### config.mk
export PLATFORM = sky130hd
export DESIGN_NAME = led_matrix_bitangle_scanner
export DESIGN_NICKNAME = d
export VERILOG_FILES = /design/src/hdl/lmbs_pkg.sv /design/src/hdl/lmbs_edit_store.sv /design/src/hdl/lmbs_display_store.sv /design/src/hdl/lmbs_scan_timer.sv /design/src/hdl/led_matrix_bitangle_scanner.sv
export SDC_FILE = /design/constraint.sdc
export NUM_CORES = 1
export LEC_CHECK = 0
export ABC_CLOCK_PERIOD_IN_PS = 17400
export BUFFER_PORTS_ARGS = -buffer_cell sky130_fd_sc_hd__buf_2
export CELL_PAD_IN_SITES_DETAIL_PLACEMENT = 2
export CELL_PAD_IN_SITES_GLOBAL_PLACEMENT = 2
export CORE_MARGIN = 3
export CORE_UTILIZATION = 43
export DETAILED_ROUTE_END_ITERATION = 8
export GPL_TIMING_DRIVEN = 0
export PLACE_DENSITY_LB_ADDON = 0.1
export RECOVER_POWER = 25
export SLEW_MARGIN = 15
export SYNTH_ARGS = -nofsm -noshare
export SYNTH_HDL_FRONTEND = slang
export SYNTH_SLANG_ARGS = --single-unit
### constraint.sdc
create_clock -name clk -period 17.4 [get_ports clk]
set_clock_uncertainty 0.15 [all_clocks]
set_input_delay 3.48 -clock clk [delete_from_list [all_inputs] [get_ports clk]]
set_output_delay 3.48 -clock clk [all_outputs]
set_load 0.01 [all_outputs]
### src/hdl/lmbs_pkg.sv
// ============================================================================
// lmbs_pkg - shared types and constants of the LED matrix bit-angle scanner
// Request codes, controller states, result flag bundle and field widths.
// ============================================================================
package lmbs_pkg;

	// Field widths fixed by the stream format
	localparam int LEVEL_W = 8;          // pixel brightness word
	localparam int DRIVE_W = 8;          // row and column drive outputs
	localparam int TICKS_W = 16;         // slot tick counter
	localparam int SCALE_W = 8;          // time scale register

	localparam logic [SCALE_W-1:0] TIME_SCALE_RESET = 8'd8;

	// Request codes carried in the input tuser
	localparam logic [1:0] REQ_TICK   = 2'd0;
	localparam logic [1:0] REQ_WRITE  = 2'd1;
	localparam logic [1:0] REQ_COMMIT = 2'd2;

	// Controller states
	typedef enum logic [1:0] {
		ST_IDLE,
		ST_COPY,
		ST_READ,
		ST_RESP
	} state_t;

	// Flags of one result transaction
	typedef struct packed {
		logic write_rejected;
		logic commit_applied;
		logic frame_wrapped;
		logic slot_advanced;
	} flags_t;

endpackage

### src/hdl/lmbs_edit_store.sv
// ============================================================================
// lmbs_edit_store - pixel edit memory
// One row of pixels per entry, pixel-wide write enables, registered read.
// Per-pixel valid flops make unwritten pixels read as zero after reset.
// ============================================================================
module lmbs_edit_store #(
	parameter int MATRIX_ROWS    = 8,
	parameter int MATRIX_COLUMNS = 8
) (
	input  logic                                      clk,
	input  logic                                      arst_n,
	input  logic                                      wr_en,
	input  logic [((MATRIX_ROWS > 1) ? $clog2(MATRIX_ROWS) : 1)-1:0]       wr_row,
	input  logic [((MATRIX_COLUMNS > 1) ? $clog2(MATRIX_COLUMNS) : 1)-1:0] wr_col,
	input  logic [lmbs_pkg::LEVEL_W-1:0]              wr_level,
	input  logic                                      rd_en,
	input  logic [((MATRIX_ROWS > 1) ? $clog2(MATRIX_ROWS) : 1)-1:0]       rd_row,
	output logic [MATRIX_COLUMNS*lmbs_pkg::LEVEL_W-1:0] rd_data
);

	localparam int CW = (MATRIX_COLUMNS > 1) ? $clog2(MATRIX_COLUMNS) : 1;
	localparam int LW = lmbs_pkg::LEVEL_W;

	logic [MATRIX_COLUMNS*LW-1:0] mem [MATRIX_ROWS];
	logic [MATRIX_COLUMNS-1:0]    vld_q [MATRIX_ROWS];
	logic [MATRIX_COLUMNS*LW-1:0] rd_word_q;
	logic [MATRIX_COLUMNS-1:0]    rd_vld_q;

	// Memory write, one pixel lane per column
	always_ff @(posedge clk) begin
		for (int c = 0; c < MATRIX_COLUMNS; c++) begin
			if (wr_en && (wr_col == CW'(c))) begin
				mem[wr_row][c*LW +: LW] <= wr_level;
			end
		end
	end

	// Registered read
	always_ff @(posedge clk) begin
		if (rd_en) begin
			rd_word_q <= mem[rd_row];
		end
	end

	// Pixel valid bits, cleared by reset
	always_ff @(posedge clk or negedge arst_n) begin
		if (!arst_n) begin
			for (int r = 0; r < MATRIX_ROWS; r++) begin
				vld_q[r] <= '0;
			end
			rd_vld_q <= '0;
		end else begin
			if (wr_en) begin
				vld_q[wr_row][wr_col] <= 1'b1;
			end
			if (rd_en) begin
				rd_vld_q <= vld_q[rd_row];
			end
		end
	end

	// Unwritten pixels read as zero
	for (genvar c = 0; c < MATRIX_COLUMNS; c++) begin : g_mask
		assign rd_data[c*LW +: LW] = rd_word_q[c*LW +: LW] & {LW{rd_vld_q[c]}};
	end

endmodule

### src/hdl/lmbs_display_store.sv
// ============================================================================
// lmbs_display_store - displayed image memory and column mask former
// One row of pixels per entry, written by the snapshot copy. A registered
// read of the lit row gives the column mask for the selected bit plane.
// ============================================================================
module lmbs_display_store #(
	parameter int MATRIX_ROWS    = 8,
	parameter int MATRIX_COLUMNS = 8,
	parameter int BIT_PLANES     = 8
) (
	input  logic                                        clk,
	input  logic                                        arst_n,
	input  logic                                        wr_en,
	input  logic [((MATRIX_ROWS > 1) ? $clog2(MATRIX_ROWS) : 1)-1:0] wr_row,
	input  logic [MATRIX_COLUMNS*lmbs_pkg::LEVEL_W-1:0] wr_data,
	input  logic                                        rd_en,
	input  logic [((MATRIX_ROWS > 1) ? $clog2(MATRIX_ROWS) : 1)-1:0] rd_row,
	input  logic [((BIT_PLANES > 1) ? $clog2(BIT_PLANES) : 1)-1:0]   rd_bit,
	output logic [lmbs_pkg::DRIVE_W-1:0]                column_drive
);

	localparam int BW = (BIT_PLANES > 1) ? $clog2(BIT_PLANES) : 1;
	localparam int LW = lmbs_pkg::LEVEL_W;

	logic [MATRIX_COLUMNS*LW-1:0] mem [MATRIX_ROWS];
	logic [MATRIX_ROWS-1:0]       row_vld_q;
	logic [MATRIX_COLUMNS*LW-1:0] rd_word_q;
	logic                         rd_vld_q;
	logic [BW-1:0]                rd_bit_q;

	// Memory write and registered read
	always_ff @(posedge clk) begin
		if (wr_en) begin
			mem[wr_row] <= wr_data;
		end
		if (rd_en) begin
			rd_word_q <= mem[rd_row];
			rd_bit_q  <= rd_bit;
		end
	end

	// Row valid bits: rows never copied read as zero
	always_ff @(posedge clk or negedge arst_n) begin
		if (!arst_n) begin
			row_vld_q <= '0;
			rd_vld_q  <= 1'b0;
		end else begin
			if (wr_en) begin
				row_vld_q[wr_row] <= 1'b1;
			end
			if (rd_en) begin
				rd_vld_q <= row_vld_q[rd_row];
			end
		end
	end

	// Column mask: selected bit of each pixel, low 8 columns only
	for (genvar k = 0; k < lmbs_pkg::DRIVE_W; k++) begin : g_col
		if (k < MATRIX_COLUMNS) begin : g_on
			logic [LW-1:0] pix;
			assign pix = rd_word_q[k*LW +: LW];
			assign column_drive[k] = rd_vld_q & pix[3'(rd_bit_q)];
		end else begin : g_off
			assign column_drive[k] = 1'b0;
		end
	end

endmodule

### src/hdl/lmbs_scan_timer.sv
// ============================================================================
// lmbs_scan_timer - scan slot position and slot tick counter
// Steps bit plane then row on the last tick of a slot and loads the next
// slot length, time_scale shifted left by the next bit number.
// ============================================================================
module lmbs_scan_timer #(
	parameter int MATRIX_ROWS = 8,
	parameter int BIT_PLANES  = 8
) (
	input  logic                                                   clk,
	input  logic                                                   arst_n,
	input  logic [lmbs_pkg::SCALE_W-1:0]                           time_scale,
	input  logic                                                   tick,
	output logic [((MATRIX_ROWS > 1) ? $clog2(MATRIX_ROWS) : 1)-1:0] slot_row,
	output logic [((BIT_PLANES > 1) ? $clog2(BIT_PLANES) : 1)-1:0]   slot_bit,
	output lmbs_pkg::flags_t                                       tick_flags
);

	localparam int RW = (MATRIX_ROWS > 1) ? $clog2(MATRIX_ROWS) : 1;
	localparam int BW = (BIT_PLANES > 1) ? $clog2(BIT_PLANES) : 1;
	localparam int TW = lmbs_pkg::TICKS_W;

	logic [RW-1:0] row_q, row_nxt;
	logic [BW-1:0] bit_q, bit_nxt;
	logic [TW-1:0] left_q;
	logic          slot_end, bit_last, row_last;
	logic [TW-1:0] slot_len;

	// Next slot position
	always_comb begin
		slot_end = (left_q <= TW'(1));
		bit_last = (bit_q == BW'(BIT_PLANES - 1));
		row_last = (row_q == RW'(MATRIX_ROWS - 1));
		bit_nxt  = bit_last ? '0 : bit_q + BW'(1);
		row_nxt  = row_q;
		if (bit_last) begin
			row_nxt = row_last ? '0 : row_q + RW'(1);
		end
		slot_len = {{(TW - lmbs_pkg::SCALE_W){1'b0}}, time_scale} << bit_nxt;
	end

	// Flags of this tick
	always_comb begin
		tick_flags                = '0;
		tick_flags.slot_advanced  = slot_end;
		tick_flags.frame_wrapped  = slot_end & bit_last & row_last;
	end

	// Slot state
	always_ff @(posedge clk or negedge arst_n) begin
		if (!arst_n) begin
			row_q  <= '0;
			bit_q  <= '0;
			left_q <= TW'(lmbs_pkg::TIME_SCALE_RESET);
		end else if (tick) begin
			if (slot_end) begin
				row_q  <= row_nxt;
				bit_q  <= bit_nxt;
				left_q <= slot_len;
			end else begin
				left_q <= left_q - TW'(1);
			end
		end
	end

	assign slot_row = row_q;
	assign slot_bit = bit_q;

endmodule

### src/hdl/led_matrix_bitangle_scanner.sv
// ============================================================================
// led_matrix_bitangle_scanner - binary code modulation LED matrix scanner
// Pixel writes land in an edit memory; a commit copies it to the display
// memory at the next frame wrap. Timer ticks step the row / bit plane scan.
//
//   channel  dir  tdata                                tuser
//   s_*      in   [2:0] col, [5:3] row, [13:6] level   [1:0] req_type
//   m_*      out  [7:0] row_drive, [15:8] column_drive [3:0] flags
//   cfg_*    in   cfg_wr_data = time_scale             -
//
// Each input transaction steps through accept, display memory read and result
// load. A tick that wraps the frame with a commit pending adds a copy sweep
// of all MATRIX_ROWS rows, one edit memory row per cycle.
// Reset clears both stores through valid flops; no clearing pass is needed.
// The result register lets the next input be accepted while a result waits;
// the block holds in its result load state only when that register is full.
// ============================================================================
module led_matrix_bitangle_scanner #(
	parameter int MATRIX_COLUMNS = 8,
	parameter int MATRIX_ROWS    = 8,
	parameter int BIT_PLANES     = 8
) (
	input  logic        clk,
	input  logic        arst_n,
	// Input stream
	input  logic        s_tvalid,
	output logic        s_tready,
	input  logic [15:0] s_tdata,     // [2:0] pixel_column, [5:3] pixel_row, [13:6] pixel_level
	input  logic [1:0]  s_tuser,     // [1:0] req_type
	// Result stream
	output logic        m_tvalid,
	input  logic        m_tready,
	output logic [15:0] m_tdata,     // [7:0] row_drive, [15:8] column_drive
	output logic [3:0]  m_tuser,     // [0] slot_advanced, [1] frame_wrapped,
	                                 // [2] commit_applied, [3] write_rejected
	// Configuration
	input  logic        cfg_wr_en,
	input  logic [7:0]  cfg_wr_data
);

	localparam int RW   = (MATRIX_ROWS > 1) ? $clog2(MATRIX_ROWS) : 1;
	localparam int CW   = (MATRIX_COLUMNS > 1) ? $clog2(MATRIX_COLUMNS) : 1;
	localparam int BW   = (BIT_PLANES > 1) ? $clog2(BIT_PLANES) : 1;
	localparam int CNTW = $clog2(MATRIX_ROWS + 1);
	localparam int LW   = lmbs_pkg::LEVEL_W;
	localparam int DW   = lmbs_pkg::DRIVE_W;

	lmbs_pkg::state_t state_q, state_nxt;

	// Input fields
	logic [1:0]    req_type;
	logic [2:0]    pixel_column;
	logic [2:0]    pixel_row;
	logic [LW-1:0] pixel_level;

	logic                       s_acc;
	logic                       is_tick;
	logic                       in_range;
	logic                       start_copy;
	logic [lmbs_pkg::SCALE_W-1:0] time_scale_q;
	logic                       pending_q;
	lmbs_pkg::flags_t           flags_q, flags_nxt, tick_flags;

	logic [RW-1:0]   slot_row;
	logic [BW-1:0]   slot_bit;
	logic [DW-1:0]   column_drive;
	logic [DW-1:0]   row_drive;

	logic                       edit_wr_en;
	logic                       edit_rd_en;
	logic [MATRIX_COLUMNS*LW-1:0] edit_rd_data;
	logic                       disp_rd_en;
	logic [CNTW-1:0]            copy_cnt_q;
	logic                       copy_rd;
	logic                       copy_wr_s1;
	logic [RW-1:0]              copy_row_s1;
	logic                       out_load;
	logic                       m_tvalid_q;
	logic [15:0]                m_tdata_q;
	logic [3:0]                 m_tuser_q;

	assign req_type     = s_tuser;
	assign pixel_column = s_tdata[2:0];
	assign pixel_row    = s_tdata[5:3];
	assign pixel_level  = s_tdata[13:6];

	assign s_acc    = s_tvalid & s_tready;
	assign is_tick  = (req_type == lmbs_pkg::REQ_TICK);
	assign in_range = (32'(pixel_row) < MATRIX_ROWS) && (32'(pixel_column) < MATRIX_COLUMNS);
	assign start_copy = s_acc & is_tick & tick_flags.frame_wrapped & pending_q;
	assign copy_rd  = (state_q == lmbs_pkg::ST_COPY) && (copy_cnt_q < CNTW'(MATRIX_ROWS));

	// Configuration register
	always_ff @(posedge clk or negedge arst_n) begin
		if (!arst_n) begin
			time_scale_q <= lmbs_pkg::TIME_SCALE_RESET;
		end else if (cfg_wr_en) begin
			time_scale_q <= cfg_wr_data;
		end
	end

	// Scan position and slot timing
	lmbs_scan_timer #(
		.MATRIX_ROWS (MATRIX_ROWS),
		.BIT_PLANES  (BIT_PLANES)
	) u_timer (
		.clk        (clk),
		.arst_n     (arst_n),
		.time_scale (time_scale_q),
		.tick       (s_acc & is_tick),
		.slot_row   (slot_row),
		.slot_bit   (slot_bit),
		.tick_flags (tick_flags)
	);

	// Edit memory: written on an accepted in-range write while no commit is pending, read by the copy sweep
	assign edit_wr_en = s_acc && (req_type == lmbs_pkg::REQ_WRITE) && !pending_q && in_range;

	lmbs_edit_store #(
		.MATRIX_ROWS    (MATRIX_ROWS),
		.MATRIX_COLUMNS (MATRIX_COLUMNS)
	) u_edit (
		.clk      (clk),
		.arst_n   (arst_n),
		.wr_en    (edit_wr_en),
		.wr_row   (RW'(pixel_row)),
		.wr_col   (CW'(pixel_column)),
		.wr_level (pixel_level),
		.rd_en    (edit_rd_en),
		.rd_row   (copy_cnt_q[RW-1:0]),
		.rd_data  (edit_rd_data)
	);

	// Display memory: written in the cycle after each copy read
	lmbs_display_store #(
		.MATRIX_ROWS    (MATRIX_ROWS),
		.MATRIX_COLUMNS (MATRIX_COLUMNS),
		.BIT_PLANES     (BIT_PLANES)
	) u_disp (
		.clk          (clk),
		.arst_n       (arst_n),
		.wr_en        (copy_wr_s1),
		.wr_row       (copy_row_s1),
		.wr_data      (edit_rd_data),
		.rd_en        (disp_rd_en),
		.rd_row       (slot_row),
		.rd_bit       (slot_bit),
		.column_drive (column_drive)
	);

	// Next state
	always_comb begin
		state_nxt = state_q;
		unique case (state_q)
			lmbs_pkg::ST_IDLE: begin
				if (s_acc) begin
					state_nxt = start_copy ? lmbs_pkg::ST_COPY : lmbs_pkg::ST_READ;
				end
			end
			lmbs_pkg::ST_COPY: begin
				if (copy_cnt_q == CNTW'(MATRIX_ROWS)) begin
					state_nxt = lmbs_pkg::ST_READ;
				end
			end
			lmbs_pkg::ST_READ: begin
				state_nxt = lmbs_pkg::ST_RESP;
			end
			lmbs_pkg::ST_RESP: begin
				if (out_load) begin
					state_nxt = lmbs_pkg::ST_IDLE;
				end
			end
			default: state_nxt = lmbs_pkg::ST_IDLE;
		endcase
	end

	// State outputs
	always_comb begin
		s_tready   = 1'b0;
		edit_rd_en = 1'b0;
		disp_rd_en = 1'b0;
		out_load   = 1'b0;
		unique case (state_q)
			lmbs_pkg::ST_IDLE: s_tready   = 1'b1;
			lmbs_pkg::ST_COPY: edit_rd_en = copy_rd;
			lmbs_pkg::ST_READ: disp_rd_en = 1'b1;
			lmbs_pkg::ST_RESP: out_load   = !m_tvalid_q || m_tready;
			default: ;
		endcase
	end

	// Flags of the accepted transaction
	always_comb begin
		flags_nxt = '0;
		case (req_type)
			lmbs_pkg::REQ_TICK: begin
				flags_nxt                = tick_flags;
				flags_nxt.commit_applied = tick_flags.frame_wrapped & pending_q;
			end
			lmbs_pkg::REQ_WRITE: flags_nxt.write_rejected = pending_q;
			default: ;
		endcase
	end

	// Control registers
	always_ff @(posedge clk or negedge arst_n) begin
		if (!arst_n) begin
			state_q     <= lmbs_pkg::ST_IDLE;
			pending_q   <= 1'b0;
			flags_q     <= '0;
			copy_cnt_q  <= '0;
			copy_wr_s1  <= 1'b0;
		end else begin
			state_q    <= state_nxt;
			copy_wr_s1 <= copy_rd;
			if (s_acc) begin
				flags_q    <= flags_nxt;
				copy_cnt_q <= '0;
				if (req_type == lmbs_pkg::REQ_COMMIT) begin
					pending_q <= 1'b1;
				end else if (start_copy) begin
					pending_q <= 1'b0;
				end
			end else if (copy_rd) begin
				copy_cnt_q <= copy_cnt_q + CNTW'(1);
			end
		end
	end

	// Copy write row, taken in the cycle after the read
	always_ff @(posedge clk) begin
		copy_row_s1 <= copy_cnt_q[RW-1:0];
	end

	// Row select, low 8 rows only
	always_comb begin
		for (int i = 0; i < DW; i++) begin
			row_drive[i] = (32'(slot_row) == i);
		end
	end

	// Result register
	always_ff @(posedge clk or negedge arst_n) begin
		if (!arst_n) begin
			m_tvalid_q <= 1'b0;
		end else if (out_load) begin
			m_tvalid_q <= 1'b1;
		end else if (m_tready) begin
			m_tvalid_q <= 1'b0;
		end
	end

	always_ff @(posedge clk) begin
		if (out_load) begin
			m_tdata_q <= {column_drive, row_drive};
			m_tuser_q <= flags_q;
		end
	end

	assign m_tvalid = m_tvalid_q;
	assign m_tdata  = m_tdata_q;
	assign m_tuser  = m_tuser_q;

endmodule
==> impl_metrics.toml <==
[outcome]
outcome = "finished, violations left"
violations = "max-capacitance violations, max-slew violations"

[cts]
clk_pin_slew_ns = 0.06
clockRootBuffer = "clkbuf_16"
cts.sink_count = 1302
cts-buffers-inserted = 144
clock_path_buffers = 3
cts_hold_buf = 0
htree_levels = 4
cts_tree = "yes"
post_cts_resize_count = 0
clk_latency_ns = 0.74
cts_setup_buffers = 0

[pwr]
seq_power_share_pct = 47.1
leakagePower_uw = 0.0199
p_comb_share_pct = 15.8
netSwitchingFraction_pct = 25.9
switchingPower_uw = 2140
ir_drop_v = 0.0000938
power_density_mw_per_mm2 = 144
p_clk_share_pct = 37.1
power.internal_uw = 6130

[logic_synthesis]
ys.flop_type = "edfxtp_1"
yosys_warnings = 0
syn-instance-count = 2450
synth-edff-count = 1175
post_synth.cell_area_avg_sq_um = 20.4
syn_area_sq_mm = 0.0500
synth-seq-cells = 1302
syn_nets = 2497
yosysSeqAreaShare_pct = 77.0
synth_cell_types = 56
synth-async-reset-ratio_pct = 9.52

[hold_path]
hp-class = "register to register"

[placed_design]
dp.cells = 4049
numPortBuffers = 45
hpwl_um = 85800
gp_congestion = 0.749
pre_cts_slack_ns = 10.04

[grt]
grt_usage_pct = 22.6
grt_pass1_wl_um = 198000
grt_max_degree = 86
grt_pass1_vias = 27600
antenna_found_initial = 2
grt_overflow = 0

[worst_setup_path]
arrival_ns = 6.83
crit_type = "input pin to register"
worstSetupEndpointType = "register"
crit_required_ns = 17.60
path_max_fanout = 9
cp-start-kind = "input pin"

[die]
coreArea_sq_mm = 0.115
die_y_um = 347
die_area_sq_mm = 0.120
row_count = 124
initial_core_util_pct = 43.5
ios = 53
die_w_um = 347

[cells_and_area]
final_cell_mix = "1175 x edfxtp_1, 291 x mux4_2, 234 x nand2_1"
syn2layout_area_growth_pct = 15.2
drive_gt1_share_pct = 28.0
fin_nets = 2730
diodes = 0
fin_cells = 4308
layout_commonest_cell = "edfxtp_1"
n_fill_cell = 10000

[sta]
max_freq_mhz = 151
postLayoutSetupSlackWorst_ns = 10.77
fin_setup_tns_ns = 0
grt_setup_unrepaired = "false"
final-setup-viol-count = 0
period_minus_slack_ns = 6.63
worstMarginPinSlew_ns = 2.39
slew_headroom_pct = -60.1
slew_viol_final = 121
hold_viol_final = 0
finalHoldWorstSlack_ns = 0.299
final.period_utilization_pct = 38.1

[job]
max_cap_viol_count = 7

[detailed_routing]
firstDrtPassIters = 5
drt-initial-drc-count = 1951
drc_errors = 0
routed_wl_um = 134000
wire_per_inst_um = 31.1
route.vias.total = 24400
viasPerCell = 5.67
ant_nets = 0
power by group through the flow:
stage / logic [uW] / registers (uW) / clock network, uW
floorplan: 820 / 3890 / 0
global placement: 1240 / 3980 / 0
detailed placement: 1340 / 3960 / 0
CTS: 1350 / 3900 / 3130
global route: 1410 / 3920 / 3260
finish: 1310 / 3900 / 3060
Yosys cell counts (2+ instances only):
master       n  area share, %
a221o_1      2          0.040
dfrtp_1    122            6.1
clkbuf_1    73           0.55
mux2i_1     31           0.62
nor2_1      85           0.64
nor4b_1      2          0.035
a21oi_1      7          0.070
o31ai_1      2          0.030
nor3_1      15           0.15
dfxtp_1      3           0.12
a31oi_1      6          0.075
mux4_2     291             13
or2_2       72           0.90
nand2_1    234            1.8
nand3_1      9          0.090
ha_1        16           0.40
or3_4        2          0.045
nor2b_1     15           0.19
and2_1      68           0.85
or4_1        5          0.075
a211o_1      4          0.070
nand2b_1     9           0.11
dfstp_2      2           0.11
nand3b_1     4          0.060
buf_2       29           0.29
buf_1        9          0.068
edfxtp_1  1175             71
o21ai_0     23           0.23
or3b_2       2          0.035
inv_1       16           0.12
mux2_2      81            1.8
nor4_1       7          0.088
or3_1        5          0.063
nor4_2       2          0.050
cell type report:
class / instances / area (sq um) / area share [%]
Sequential cell: 1302 / 38400 / 66.8
Multi-Input combinational cell: 1020 / 11000 / 19.1
Clock buffer: 202 / 4140 / 7.20
Tap cell: 1512 / 1890 / 3.29
Timing Repair Buffer: 87 / 936 / 1.63
Clock inverter: 57 / 593 / 1.03
Buffer: 112 / 465 / 0.809
Inverter: 16 / 62.6 / 0.109
critical path, stage by stage:
cell,delay (ns)
clkbuf_1,0.53
nand4b_1,0.63
nor3b_1,0.86
nand2_1,0.45
nor2_1,0.86
final timing paths:
check,startpoint,end,slack [ns],cells past startpoint
max reg2reg,state_q[1]$_DFFE_PN0P_,u_edit.mem[7][12]$_DFFE_PP_,13.06,7
min in group asynchronous,arst_n,u_timer.left_q[2]$_DFFE_PN0P_,2.50,1
max,s_tvalid,u_edit.mem[7][12]$_DFFE_PP_,10.77,5
min,copy_cnt_q[0]$_DFFE_PN0P_,copy_row_s1[0]$_DFF_P_,0.30,0
max in group asynchronous,arst_n,u_edit.vld_q[5]$_DFFE_PN0P_,13.72,2
min reg2reg,copy_cnt_q[0]$_DFFE_PN0P_,copy_row_s1[0]$_DFF_P_,0.30,0
per-stage QoR:
step / util (%) / power, uW / cell area [sq um]
after floorplan: - / 4710 / 50000
after global placement: 45.4 / 5210 / 52100
after detailed placement: 46.1 / 5300 / 52900
after CTS: 50.2 / 8380 / 57600
after global routing: 50.1 / 8590 / 57500
final: 50.1 / 8270 / 57500
logic make-up (layout without fill, tap and decap cells):
family / after synthesis / in the layout / share of synthesized area, %
flops: 1302 / 1302 / 77.0
simple gates: 542 / 542 / 5.25
mux: 404 / 404 / 15.6
buf+inv: 128 / 474 / 1.04
compound gates: 56 / 56 / 0.721
fa+ha+maj: 16 / 16 / 0.401
xor+xnor: 2 / 2 / 0.0351
flip-flops by register name, summed over array words and instances, names as in the netlist:
| name | count |
|---|---|
| m_tuser | 4 |
| m_tdata | 16 |
| u_disp.rd_vld_q | 1 |
| state_q | 2 |
| u_disp.mem | 512 |
| u_edit.rd_word_q | 64 |
| u_timer.left_q | 16 |
| u_disp.rd_word_q | 64 |
| u_edit.mem | 512 |
| pending_q | 1 |
| copy_cnt_q | 4 |
| m_tvalid | 1 |
| copy_row_s1 | 3 |
| u_edit.rd_vld_q | 8 |
| u_edit.vld_q | 64 |
| copy_wr_s1 | 1 |
| u_disp.row_vld_q | 8 |
| u_timer.slot_bit | 3 |
| u_disp.rd_bit_q | 3 |
| flags_q | 4 |
| u_timer.slot_row | 3 |
| time_scale_q | 8 |
layer usage:
metal | track usage (%) | vias up | wire length (um) | part of all wire (%)
met5 | 0 | - | 0 | 0
met4 | 5.89 | 0 | 2660 | 2.0
met3 | 3.25 | 173 | 5210 | 3.9
met2 | 38.0 | 545 | 67300 | 50
met1 | 31.4 | 13500 | 58800 | 44
li1 | - | 10200 | - | -
(Power assumes the default switching activity.)
